`src/design/tcsb_pkg.sv`:
```
// ----------------------------------------------------------------------------
// Text console scroll buffer package
// Transaction types, field widths and key codes shared by the console blocks.
// ----------------------------------------------------------------------------
package tcsb_pkg;

  localparam int CELL_W      = 8;
  localparam int KEY_W       = 8;
  localparam int ADDR_FW     = 12;
  localparam int ROW_FW      = 5;
  localparam int COL_FW      = 7;
  localparam int PROMPT_W    = 7;

  localparam logic [KEY_W-1:0]    KEY_NONE      = 8'h00;
  localparam logic [KEY_W-1:0]    KEY_NEWLINE   = 8'h0a;
  localparam logic [KEY_W-1:0]    KEY_BACKSPACE = 8'h7f;

  localparam logic                REQ_KEY       = 1'b0;
  localparam logic                REQ_READ      = 1'b1;

  localparam logic [PROMPT_W-1:0] PROMPT_RESET  = 7'd2;

  typedef struct packed {
    logic               req_type;
    logic [KEY_W-1:0]   key_code;
    logic [ADDR_FW-1:0] read_address;
  } in_item_t;

  typedef struct packed {
    logic [CELL_W-1:0]  read_data;
    logic [ROW_FW-1:0]  cursor_row;
    logic [COL_FW-1:0]  cursor_column;
    logic               scrolled;
  } out_item_t;

endpackage

```
`src/design/tcsb_ctrl.sv`:
```
// ----------------------------------------------------------------------------
// Console sequencer
// Cursor state, key handling, clear pass and the row copy that scrolls.
// ----------------------------------------------------------------------------
module tcsb_ctrl
  import tcsb_pkg::*;
#(
  parameter int COLUMNS    = 80,
  parameter int ROWS_COUNT = 30,
  parameter int AW         = 12
) (
  input  logic                clk,
  input  logic                rst_n,
  input  logic                in_valid,
  output logic                in_ready,
  input  in_item_t            in_data,
  input  logic                cfg_valid,
  output logic                cfg_ready,
  input  logic [PROMPT_W-1:0] cfg_data,
  output logic                res_valid,
  input  logic                res_ready,
  output out_item_t           res_item,
  output logic                mem_we,
  output logic [AW-1:0]       mem_waddr,
  output logic [CELL_W-1:0]   mem_wdata,
  output logic                mem_re,
  output logic [AW-1:0]       mem_raddr,
  input  logic [CELL_W-1:0]   mem_rdata
);

  localparam int CELLS = ROWS_COUNT * COLUMNS;
  localparam int RW    = $clog2(ROWS_COUNT);
  localparam int CW    = $clog2(COLUMNS + 1);

  localparam logic [AW-1:0] LAST_CELL = AW'(CELLS - 1);
  localparam logic [AW-1:0] COPY_LAST = AW'(CELLS - COLUMNS - 1);
  localparam logic [AW-1:0] BOT_BASE  = AW'(CELLS - COLUMNS);
  localparam logic [AW-1:0] COL_STEP  = AW'(COLUMNS);
  localparam logic [AW-1:0] SRC_OFF   = AW'(COLUMNS + 1);
  localparam logic [AW-1:0] CNT_ONE   = AW'(1);
  localparam logic [RW-1:0] LAST_ROW  = RW'(ROWS_COUNT - 1);
  localparam logic [RW-1:0] ROW_ONE   = RW'(1);
  localparam logic [CW-1:0] COL_MAX   = CW'(COLUMNS);
  localparam logic [CW-1:0] COL_ONE   = CW'(1);

  localparam logic [2:0] ST_CLEAR  = 3'd0;
  localparam logic [2:0] ST_IDLE   = 3'd1;
  localparam logic [2:0] ST_RDWAIT = 3'd2;
  localparam logic [2:0] ST_COPY   = 3'd3;
  localparam logic [2:0] ST_WIPE   = 3'd4;
  localparam logic [2:0] ST_DONE   = 3'd5;

  logic [2:0]          state_r,    state_nxt;
  logic [AW-1:0]       cnt_r,      cnt_nxt;
  logic [RW-1:0]       row_r,      row_nxt;
  logic [AW-1:0]       base_r,     base_nxt;
  logic [CW-1:0]       col_r,      col_nxt;
  logic [PROMPT_W-1:0] prompt_r,   prompt_nxt;
  logic [CELL_W-1:0]   rdata_r,    rdata_nxt;
  logic                scrolled_r, scrolled_nxt;

  assign cfg_ready  = 1'b1;
  assign prompt_nxt = cfg_valid ? cfg_data : prompt_r;

  always_comb begin
    state_nxt    = state_r;
    cnt_nxt      = cnt_r;
    row_nxt      = row_r;
    base_nxt     = base_r;
    col_nxt      = col_r;
    rdata_nxt    = rdata_r;
    scrolled_nxt = scrolled_r;
    in_ready     = 1'b0;
    res_valid    = 1'b0;
    mem_we       = 1'b0;
    mem_waddr    = cnt_r;
    mem_wdata    = '0;
    mem_re       = 1'b0;
    mem_raddr    = cnt_r + SRC_OFF;

    unique case (state_r)
      ST_CLEAR: begin
        mem_we = 1'b1;
        if (cnt_r == LAST_CELL) begin
          cnt_nxt   = '0;
          state_nxt = ST_IDLE;
        end else begin
          cnt_nxt = cnt_r + CNT_ONE;
        end
      end

      ST_IDLE: begin
        in_ready = 1'b1;
        if (in_valid) begin
          rdata_nxt    = '0;
          scrolled_nxt = 1'b0;
          state_nxt    = ST_DONE;
          if (in_data.req_type == REQ_READ) begin
            // out-of-range addresses read as zero
            if (32'(in_data.read_address) < CELLS) begin
              mem_re    = 1'b1;
              mem_raddr = AW'(in_data.read_address);
              state_nxt = ST_RDWAIT;
            end
          end else if (in_data.key_code == KEY_NEWLINE) begin
            col_nxt = '0;
            if (row_r == LAST_ROW) begin
              // prefetch the first source cell of the scroll copy
              scrolled_nxt = 1'b1;
              cnt_nxt      = '0;
              mem_re       = 1'b1;
              mem_raddr    = COL_STEP;
              state_nxt    = ST_COPY;
            end else begin
              row_nxt  = row_r + ROW_ONE;
              base_nxt = base_r + COL_STEP;
            end
          end else if (in_data.key_code == KEY_BACKSPACE) begin
            if (32'(col_r) > 32'(prompt_r)) begin
              col_nxt   = col_r - COL_ONE;
              mem_we    = 1'b1;
              mem_waddr = base_r + AW'(col_r - COL_ONE);
            end
          end else if (in_data.key_code != KEY_NONE && col_r < COL_MAX) begin
            col_nxt   = col_r + COL_ONE;
            mem_we    = 1'b1;
            mem_waddr = base_r + AW'(col_r);
            mem_wdata = in_data.key_code;
          end
        end
      end

      ST_RDWAIT: begin
        rdata_nxt = mem_rdata;
        state_nxt = ST_DONE;
      end

      ST_COPY: begin
        // write the cell one row down into place, fetch the next one
        mem_we    = 1'b1;
        mem_wdata = mem_rdata;
        if (cnt_r == COPY_LAST) begin
          cnt_nxt   = BOT_BASE;
          state_nxt = ST_WIPE;
        end else begin
          mem_re  = 1'b1;
          cnt_nxt = cnt_r + CNT_ONE;
        end
      end

      ST_WIPE: begin
        mem_we = 1'b1;
        if (cnt_r == LAST_CELL) begin
          cnt_nxt   = '0;
          state_nxt = ST_DONE;
        end else begin
          cnt_nxt = cnt_r + CNT_ONE;
        end
      end

      ST_DONE: begin
        res_valid = 1'b1;
        if (res_ready) begin
          state_nxt = ST_IDLE;
        end
      end

      default: begin
        state_nxt = ST_IDLE;
      end
    endcase
  end

  always_ff @(posedge clk) begin
    if (!rst_n) begin
      state_r  <= ST_CLEAR;
      cnt_r    <= '0;
      row_r    <= ROW_ONE;
      base_r   <= COL_STEP;
      col_r    <= '0;
      prompt_r <= PROMPT_RESET;
    end else begin
      state_r  <= state_nxt;
      cnt_r    <= cnt_nxt;
      row_r    <= row_nxt;
      base_r   <= base_nxt;
      col_r    <= col_nxt;
      prompt_r <= prompt_nxt;
    end
  end

  always_ff @(posedge clk) begin
    rdata_r    <= rdata_nxt;
    scrolled_r <= scrolled_nxt;
  end

  assign res_item.read_data     = rdata_r;
  assign res_item.cursor_row    = ROW_FW'(row_r);
  assign res_item.cursor_column = COL_FW'(col_r);
  assign res_item.scrolled      = scrolled_r;

endmodule

```
`config.mk`:
```
export PLATFORM = sky130hd
export DESIGN_NAME = tcsb_ctrl
export DESIGN_NICKNAME = d
export VERILOG_FILES = /design/src/design/tcsb_pkg.sv /design/src/design/tcsb_ctrl.sv
export SDC_FILE = /design/constraint.sdc
export NUM_CORES = 1
export LEC_CHECK = 0
export BUFFER_PORTS_ARGS = -buffer_cell sky130_fd_sc_hd__buf_4
export CORE_MARGIN = 5
export CORE_UTILIZATION = 30
export DETAILED_ROUTE_END_ITERATION = 8
export GPL_TIMING_DRIVEN = 0
export HOLD_SLACK_MARGIN = 0.06
export PLACE_DENSITY_LB_ADDON = 0.1
export SYNTH_ARGS = -nofsm -noshare
export SYNTH_HDL_FRONTEND = slang
export SYNTH_SLANG_ARGS = --single-unit
```
`constraint.sdc`:
```
create_clock -name clk -period 2.6 [get_ports clk]
set_input_delay 0.13 -clock clk [delete_from_list [all_inputs] [get_ports clk]]
set_output_delay 0.13 -clock clk [all_outputs]
set_load 0.02 [all_outputs]
```
==> metrics.txt, run 1 <==
CP startpoint kind=flop; ranking of synthesized cells by area=dfxtp_1 20%, ha_1 8.5%, edfxtp_1 6.6%; Peak Freq=between 300 and 400 MHz; Final WS setup=-513 ps; H-tree depth=2; Largest delay share family, worst path=simple AND/OR/NAND/NOR gates; DRT Pass-1 Iters=5; outcome=finished, violations left; fillers=about 1400; Post-synth EDFFs=9; RD Place Congestion=slightly below 0.9; total core area=about 0.013 mm2; Max-Cap Viols=0; cell area after synthesis=about 0.0041 mm2; Worst IR Drop VDD=around 0.24 mV; Slowest-stage cell, CP=or4_4; initial core utilization=between 30% and 40%; combinational power share=between 10 and 15%; Async SR Flop Fraction=0%; Crit Path Class=reg -> out; final design utilization=a little over 40%; Finished Cell Area=roughly 0.0055 mm2; NumNets Final=696; Reg power frac=46.7%; initial antenna violation count=0; critical path capture point type=output pin; RSZ-0062 raised after global routing=true; Port Buf Inserts=96; TritonCTS clock tree=yes; cts bufs inserted=5; Root Driver=clkbuf_16; CP Cell Sequence=buf_6 > or3_4 > or4_4 > nor2_4 > ha_4 > o21ai_2 > a21oi_2 > o41ai_2 > xor2_1 > o211ai_1 > buf_4; Worst slew margin=50.1%; Worst R2R Setup Slack=roughly 270 ps; hold crit path type=in -> reg; final hold vios=0; Post-Syn Instances=509; hold_ws=roughly 86 ps; Switch Pwr=464 uW; Layout Cells excl Fill=roughly 800; # DRC=0; Post-DP Area=slightly above 0.005 mm2; max-slew violations=0; Routed WL=about 13 mm; placed cells=~800; area of the die=between 0.015 and 0.02 mm2; die height=~130 um; clock group share of total power=a little over 40%; worst skew pair latency=310 ps; Net Count, Synth=approximately 580; pwr/cell area=approximately 310 mW/mm2; critical path fanouts, max=4; worst path arrival time=slightly below 3000 ps; # IOs=between 90 and 100; share of cells above drive strength 1=between 20% and 30%; first-pass GRT wire length=20.7 mm; vias in the first global route=roughly 4000; sw frac=a little over a quarter; multi-input gate area in the final layout=between 0.002 and 0.003 mm2; area grow syn2layout=35.0%; clk_skew=about 11 ps; Die W=around 130 um; Global Route Usage Sum=between 15 and 20%; via count=around 4000; row count=42; Remaining Overflow, GRT=0; CTS clk-pin slew, worst paths=about 80 ps; Tightest Pin Transition=743 ps; CP Data Required Time=between 2000 and 2500 ps; Synth cell types=69; Wirelength per Cell=around 16 um; CP bufs+invs=2; Seq/Total Area, Yosys=between 20 and 30%; Ys Warns=0; fin crit share=120%; Total Power=between 1.5 and 2 mW; Clock Sink Count=just over 50; Yosys reg bits=51; clock period minus worst slack=slightly above 3000 ps; HPWL after DPL=just over 10 mm; post-DR vias/cell=about 5.1; post-route ant nets=0; ANT cells=0; Synth area leader=dfxtp_1; final setup fails=7; Static Leak=2.30 nW; share of the synthesized area in the top cell type=20.5%; pin count of the biggest net entering global routing=19; Cell Int Power=around 1.3 mW; initial DRC count=around 180; CP max stage delay=around 450 ps; failing checks=setup timing; CTS Buffer Depth=2; predominant post-synthesis flop cell=dfxtp_1; storage element area=about 0.0011 mm2; Avg Cell Area, Syn=8.07 um2
[cell families (layout without fill, tap and decap cells)]
logic type | Yosys count | after routing | synth area share [%]
and+or+nand+nor | 195 | 195 | 25.2
AOI/OAI and AO/OA | 127 | 127 | 21.0
buffers and inverters | 53 | 169 | 5.45
DFF | 51 | 51 | 27.0
xor gates and xnor gates | 39 | 39 | 8.31
adders and majority gates | 31 | 31 | 9.99
muxes | 12 | 12 | 2.92
other | 1 | 1 | 0.0913
[worst paths after layout]
path,end,from,cells after the start
max,mem_waddr[11],col_r[0]$_SDFFE_PN0P_,11
min,prompt_r[2]$_SDFFE_PN0P_,cfg_data[2],3
max reg2reg,cnt_r[6]$_SDFFE_PN0P_,cnt_r[2]$_SDFFE_PN0P_,9
min reg2reg,prompt_r[4]$_SDFFE_PN0P_,prompt_r[4]$_SDFFE_PN0P_,2
[placed cells by master, fill, tap and decap left out, drive strengths merged, types with 8 or more instances in the layout]
| cell type | netlist | final |
|---|---|---|
| nand4 | 11 | 11 |
| buf | 9 | 117 |
| a21oi | 26 | 26 |
| mux2i | 12 | 12 |
| xnor2 | 19 | 19 |
| ha | 28 | 28 |
| or3 | 8 | 8 |
| clkbuf | 18 | 22 |
| inv | 26 | 28 |
| nor2b | 15 | 15 |
| nand3 | 15 | 15 |
| and2 | 18 | 18 |
| nand2 | 45 | 45 |
| o21ai | 31 | 31 |
| nor2 | 40 | 40 |
| a22o | 9 | 9 |
| edfxtp | 9 | 9 |
| dfxtp | 42 | 42 |
| xor2 | 20 | 20 |
| nor3 | 12 | 12 |
[power groups by stage]
stage               registers [mW]  clock network (mW)  logic [mW]
detailed placement           0.837                   0       0.218
global placement             0.836                   0       0.216
CTS                          0.816               0.732       0.226
finish                       0.814               0.704       0.225
global route                 0.815               0.761       0.249
floorplan                    0.834                   0       0.110
[registers in the layout (all words and copies together), names as in the netlist]
name and count:
cnt_r 12, base_r 8, rdata_r 8, col_r 7, prompt_r 7, row_r 5
state_r 3, scrolled_r 1
[layer usage]
layer,vias to the layer above,track usage [%],part of all wire [%]
met4,0,2.90,0.84
met2,115,26.7,48
met5,-,0,0
met3,8,3.51,5.6
li1,2056,-,-
met1,1912,20.8,46
[synth_stat cells, types with 3 or more instances]
cell type	number
nand2_1	45
dfxtp_1	42
nor2_1	40
ha_1	28
a21oi_1	26
inv_1	26
o21ai_0	24
xor2_1	20
xnor2_1	19
and2_1	18
clkbuf_1	18
nand3_1	15
nor2b_1	15
mux2i_1	12
nand4_1	11
nor3_1	11
edfxtp_1	9
a22o_1	8
a22oi_1	7
a31oi_1	7
o211ai_1	7
a21boi_1	6
buf_4	6
or3_1	6
o21ai_1	5
and3_1	4
nand2b_1	4
nor3b_1	4
o31ai_1	4
a31o_2	3
fa_1	3
[timing repair]
action                                  CTS  global route
hold buffers                              1             0
pin swaps                                 5             7
gates resized for setup                  25            22
cloned                                    0             0
endpoints found under the setup margin   28            30
buffers inserted                          8             3
endpoints found under the hold margin     1             0
[layout make-up]
| type | count | share of cell area [%] |
|---|---|---|
| multi-input cells | 405 | 53.3 |
| repair buffers | 108 | 15.1 |
| flip-flops and latches | 51 | 20.6 |
| clock inverters | 3 | 0.474 |
| inverters | 26 | 1.76 |
| well taps | 176 | 3.97 |
| plain buffers | 27 | 2.55 |
| clock buffers | 5 | 2.26 |
[per-stage QoR]
stage                     setup TNS, ps  setup slack, ps
after floorplan                   -54.2            -30.8
after global placement             -897             -349
after detailed placement          -1150             -349
after CTS                         -2670             -558
after global routing              -3400             -672
final                             -2360             -513
[worst register-to-register path, stage by stage (launching register included)]
cell and delay, ps:
dfxtp_1 310, clkbuf_1 370, and3_1 240, clkbuf_1 240
nand4_1 220, nor2_2 240, nor3b_1 90, clkbuf_1 230
a21oi_1 180, mux2i_1 80
(Power assumes the default switching activity.)
==> run 2: changes to the inputs <==
Clock period 2.6 ns to 2.9 ns, I/O delays scaled along.
==> metrics.txt, run 2 (synthesis gave the netlist of run 1 again) <==
Largest register FFs=12 (unchanged); # IOs=99 (unchanged); vias in the first global route=4046 (+1.6%); critical path fanouts, max=3 (-1); Worst IR Drop VDD=0.182 mV (-23%); Reg power frac=47.8% (+1.1 points); first-pass GRT wire length=21.2 mm (+2.4%); Switch Pwr=397 uW (-14%); Largest regs=cnt_r: 12 flops, base_r: 8 flops, rdata_r: 8 flops; CTS clk-pin slew, worst paths=70 ps (about the same); Crit Path Class=reg -> out; pin count of the biggest net entering global routing=17 (-2); Worst slew margin=44.2% (-5.9 points); initial DRC count=172 (-3.9%); DRT Pass-1 Iters=6 (+1); Remaining Overflow, GRT=0 (unchanged); Finished Cell Area=0.00547 mm2 (-1.3%); total core area=0.0133 mm2 (unchanged); RSZ-0062 raised after global routing=true; HPWL after DPL=10.1 mm (-0.75%); worst path arrival time=2860 ps (-120 ps); combinational power share=12.6% (-0.3 points); Top reg by flops=cnt_r; Wirelength per Cell=16.4 um (+1.7%); Total Power=1.54 mW (-12%); CP startpoint kind=flop; # DRC=0 (unchanged); sw frac=25.9% (-0.73 points); cts bufs inserted=5 (unchanged); outcome=finished, violations left; NumNets Final=702 (+0.86%); Post-DP Area=0.00506 mm2 (-1.2%); Max-Cap Viols=0 (unchanged); TritonCTS clock tree=yes; hold crit path type=in -> reg; final setup fails=5 (-2); max-slew violations=0 (unchanged); worst skew pair latency=300 ps (about the same); Port Buf Inserts=96 (unchanged); row count=42 (unchanged); failing checks=setup timing; fin crit share=104%; RD Place Congestion=0.902 (+3.6%); Static Leak=2.31 nW (+0.48%); critical path capture point type=output pin; Post-CTS Hold Buffers=0 (-1); pwr/cell area=280 mW/mm2 (-11%); Root Driver=clkbuf_16; Die W=127 um (unchanged); share of cells above drive strength 1=27.9% (-0.75 points); clock period minus worst slack=approximately 3000 ps; H-tree depth=2 (unchanged); post-DR vias/cell=5.11 (+0.13%); most common cell after layout, fill and taps aside=buf_4; clock group share of total power=39.6% (-0.8 points); initial antenna violation count=0 (unchanged); Final WS setup=-105 ps (+409 ps); via count=4127 (+0.88%); area grow syn2layout=33.2%; Global Route Usage Sum=16.2% (+0.46 points); die height=127 um (unchanged); CTS Buffer Depth=2 (unchanged); ANT cells=0 (unchanged); initial core utilization=30.8% (unchanged); Peak Freq=333 MHz; CP Data Required Time=2760 ps (+290 ps); Tightest Pin Transition=836 ps (+92.7 ps); Routed WL=13.2 mm (+2.5%); clk_skew=7.47 ps (-3.23 ps); most frequent cells in the layout=119 x buf_4, 44 x nand2_1, 38 x nor2_1; Clock Sink Count=51 (unchanged); final hold vios=0 (unchanged); post-route ant nets=0 (unchanged); area of the die=0.0161 mm2 (unchanged); Cell Int Power=1.14 mW (-11%)
-- run 2: per-stage QoR --
| stage | hold WS (ps) | util (%) | cells | TNS (ps) | worst slack, ps |
|---|---|---|---|---|---|
| after floorplan | 275 | - | 509 | 0 | 16.4 |
| after global placement | 372 | 37.9 | 781 | -380 | -248 |
| after detailed placement | 392 | 37.9 | 781 | -435 | -260 |
| after CTS | 73.6 | 40.8 | 806 | -362 | -193 |
| after global routing | 110 | 41.0 | 807 | -1370 | -228 |
| final | 81.2 | 41.0 | 807 | -348 | -105 |
-- run 2: layer usage --
| metal | part of all wire (%) | track usage [%] |
|---|---|---|
| met5 | 0 | 0 |
| met4 | 1.6 | 4.61 |
| met3 | 5.4 | 2.96 |
| met2 | 47 | 27.9 |
| met1 | 46 | 20.8 |
-- run 2: final timing paths --
check / start / end / slack (ps) / cells past startpoint
worst max-delay path: col_r[2]$_SDFFE_PN0P_ / mem_waddr[11] / -100 / 10
worst min-delay path: cfg_data[1] / prompt_r[1]$_SDFFE_PN1P_ / 80 / 3
worst max register to register: cnt_r[1]$_SDFFE_PN0P_ / cnt_r[6]$_SDFFE_PN0P_ / 340 / 8
worst min register to register: prompt_r[1]$_SDFFE_PN1P_ / prompt_r[1]$_SDFFE_PN1P_ / 500 / 2
-- run 2: layout make-up --
cell class,count,area (um2)
buffer,27,129
clock buffer,6,129
clock inverter,2,13.8
fill,1401,7870
inverter,26,97.6
multi-input combinational,405,2900
sequential,51,1130
tap,176,220
timing repair buffer,114,860
-- run 2: power by group through the flow --
stage,Clock [mW],Combinational [mW],Sequential [mW]
after CTS,0.637,0.195,0.733
after global placement,0,0.193,0.752
after global routing,0.656,0.216,0.734
final,0.609,0.193,0.733
after floorplan,0,0.0990,0.750
after detailed placement,0,0.195,0.752
-- run 2: worst max-delay path, stage by stage (launching register included) --
cell	delay, ps
dfxtp_4	350
or3_4	400
or4_4	460
nor2_4	180
ha_4	240
o21ai_2	120
a21oi_2	60
o41ai_2	250
xor2_1	190
o211ai_1	110
buf_4	200
-- run 2: repair_timing --
action,CTS,global route
setup buffers,17,1
pin swaps,7,6
endpoints found under the setup margin,12,20
gates resized for setup,30,7
==> run 3: changes to the inputs <==
Settings changed: HOLD_SLACK_MARGIN 0.06 to unset, RECOVER_POWER set to 25.
==> metrics.txt, run 3 (synthesis gave the netlist of run 1 again) <==
max-slew violations=0 (unchanged); worst path arrival time=2860 ps (about the same); most common cell after layout, fill and taps aside=buf_4; Worst Reg-to-Reg Cells=8 (unchanged); Reg power frac=47.7% (about the same); die height=127 um (unchanged); CP Data Required Time=2760 ps (about the same); combinational power share=12.6% (about the same); Final WS setup=-107 ps (-2.63 ps); ANT cells=0 (unchanged); RSZ-0062 raised after global routing=true; worst skew pair latency=300 ps (about the same); clock period minus worst slack=3010 ps (+2.63 ps); Hold Path Depth=3 (unchanged); via count=4142 (+0.36%); failing checks=setup timing; clock group share of total power=39.7% (about the same); Wirelength per Cell=16.3 um (-0.13%); Max-Cap Viols=0 (unchanged); # DRC=0 (unchanged); Largest register FFs=12 (unchanged); TritonCTS clock tree=yes; Finished Cell Area=0.00541 mm2 (-1.1%); Die W=127 um (unchanged); Largest regs=cnt_r: 12 flops, base_r: 8 flops, rdata_r: 8 flops; Worst R2R End=cnt_r[6]$_SDFFE_PN0P_; total core area=0.0133 mm2 (unchanged); DRT Pass-1 Iters=4 (-2); Slowest-stage cell, CP=or4_4; Worst slew margin=43.8% (-0.43 points); WHS Endpoint=prompt_r[1]$_SDFFE_PN1P_; post-route ant nets=0 (unchanged); pwr/cell area=284 mW/mm2 (+1.1%); Remaining Overflow, GRT=0 (unchanged); fillers=1422 (+1.5%); # IOs=99 (unchanged); initial core utilization=30.8% (unchanged); Top reg by flops=cnt_r; NumNets Final=702 (unchanged); Worst R2R Setup Slack=360 ps (+20 ps); Routed WL=13.2 mm (-0.13%); initial DRC count=170 (-1.2%); clk_skew=7.47 ps (+0.00113 ps); Switch Pwr=398 uW (+0.23%); critical path capture point type=output pin; Cell Int Power=1.14 mW (about the same); Hold Startpoint=cfg_data[1]; post-DR vias/cell=5.13 (+0.36%); area grow syn2layout=31.8%; H-tree depth=2 (unchanged); final hold vios=0 (unchanged); CP Launch Point=col_r[2]$_SDFFE_PN0P_; Root Driver=clkbuf_16; critical path fanouts, max=3 (unchanged); Port Buf Inserts=96 (unchanged); Worst IR Drop VDD=0.182 mV (about the same); Post-CTS Hold Buffers=0 (unchanged); final setup fails=4 (-1); Tightest Pin Transition=842 ps (+6.48 ps); CP max stage delay=460 ps (about the same); hold crit path type=in -> reg; fin crit share=104% (about the same); Global Route Usage Sum=16.2% (unchanged); final design utilization=40.6% (-0.45 points); outcome=finished, violations left; Post-DP Area=0.00506 mm2 (unchanged); most frequent cells in the layout=103 x buf_4, 44 x nand2_1, 38 x nor2_1; row count=42 (unchanged); Static Leak=2.25 nW (-2.4%); Clock Sink Count=51 (unchanged); vias in the first global route=4046 (unchanged); CTS clk-pin slew, worst paths=70 ps (about the same); share of cells above drive strength 1=25.4% (-2.5 points); sw frac=25.9% (+0.054 points); RD Place Congestion=0.902 (unchanged); first-pass GRT wire length=21.2 mm (unchanged); Total Power=1.54 mW (about the same); pin count of the biggest net entering global routing=17 (unchanged); Crit Path Class=reg -> out; CP startpoint kind=flop; area of the die=0.0161 mm2 (unchanged); hold_ws=81.1 ps (-0.0640 ps); CP Cell Sequence=or3_4 > or4_4 > nor2_4 > ha_4 > o21ai_2 > a21oi_2 > o41ai_2 > xor2_1 > o211ai_1 > buf_4; Peak Freq=333 MHz (about the same); FF-to-FF Start=cnt_r[1]$_SDFFE_PN0P_; cts bufs inserted=5 (unchanged); HPWL after DPL=10.1 mm (unchanged); initial antenna violation count=0 (unchanged); CTS Buffer Depth=2 (unchanged)
run 3: metrics by stage:
stage	TNS, ps	instances	worst slack (ps)
after floorplan	0	509	16.4
after global placement	-380	781	-248
after detailed placement	-435	781	-260
after CTS	-362	806	-193
after global routing	-1370	807	-228
final	-349	807	-107
run 3: worst max-delay path: cells and delay by family, from the launching register on:
family          cells  cell delay [ps]
fa+ha+maj           1              240
simple gates        3             1040
buf+inv             1              200
flops               1              350
compound gates      4              540
xor+xnor            1              190
run 3: how the worst max path moves through the flow:
stage / to / slack, ps / cells past startpoint
after detailed placement: mem_waddr[10] / -260 / 14
after CTS: mem_waddr[11] / -190 / 10
final: mem_waddr[11] / -110 / 10
after global routing: mem_waddr[10] / -230 / 11
after floorplan: mem_waddr[11] / 20 / 9
after global placement: mem_waddr[10] / -250 / 14
run 3: repair_timing:
action                     CTS  global route
resized for setup           30             7
buffers inserted            17             1
setup endpoints to repair   12            20
pin swaps                    7             6
run 3: power by group through the flow:
stage / clock, mW / sequential (mW) / combinational, mW
floorplan: 0 / 0.750 / 0.0990
global placement: 0 / 0.752 / 0.193
detailed placement: 0 / 0.752 / 0.195
CTS: 0.637 / 0.733 / 0.195
global route: 0.656 / 0.734 / 0.215
finish: 0.609 / 0.733 / 0.193
run 3: final cells by class:
cell class	instances	area [um2]	share of cell area [%]
multi-input cells	405	2900	53.5
flip-flops and latches	51	1130	20.8
clock inverters	2	13.8	0.254
clock buffers	6	129	2.38
well taps	176	220	4.07
inverters	26	97.6	1.80
plain buffers	27	129	2.38
repair buffers	114	800	14.8
run 3: metal layers:
layer	track usage, %	share of wire (%)	wire (um)	up-vias
li1	-	-	-	2073
met1	20.8	46	6010	1946
met2	27.9	48	6270	107
met3	2.96	5.3	703	16
met4	4.61	1.6	205	0
met5	0	0	0	-
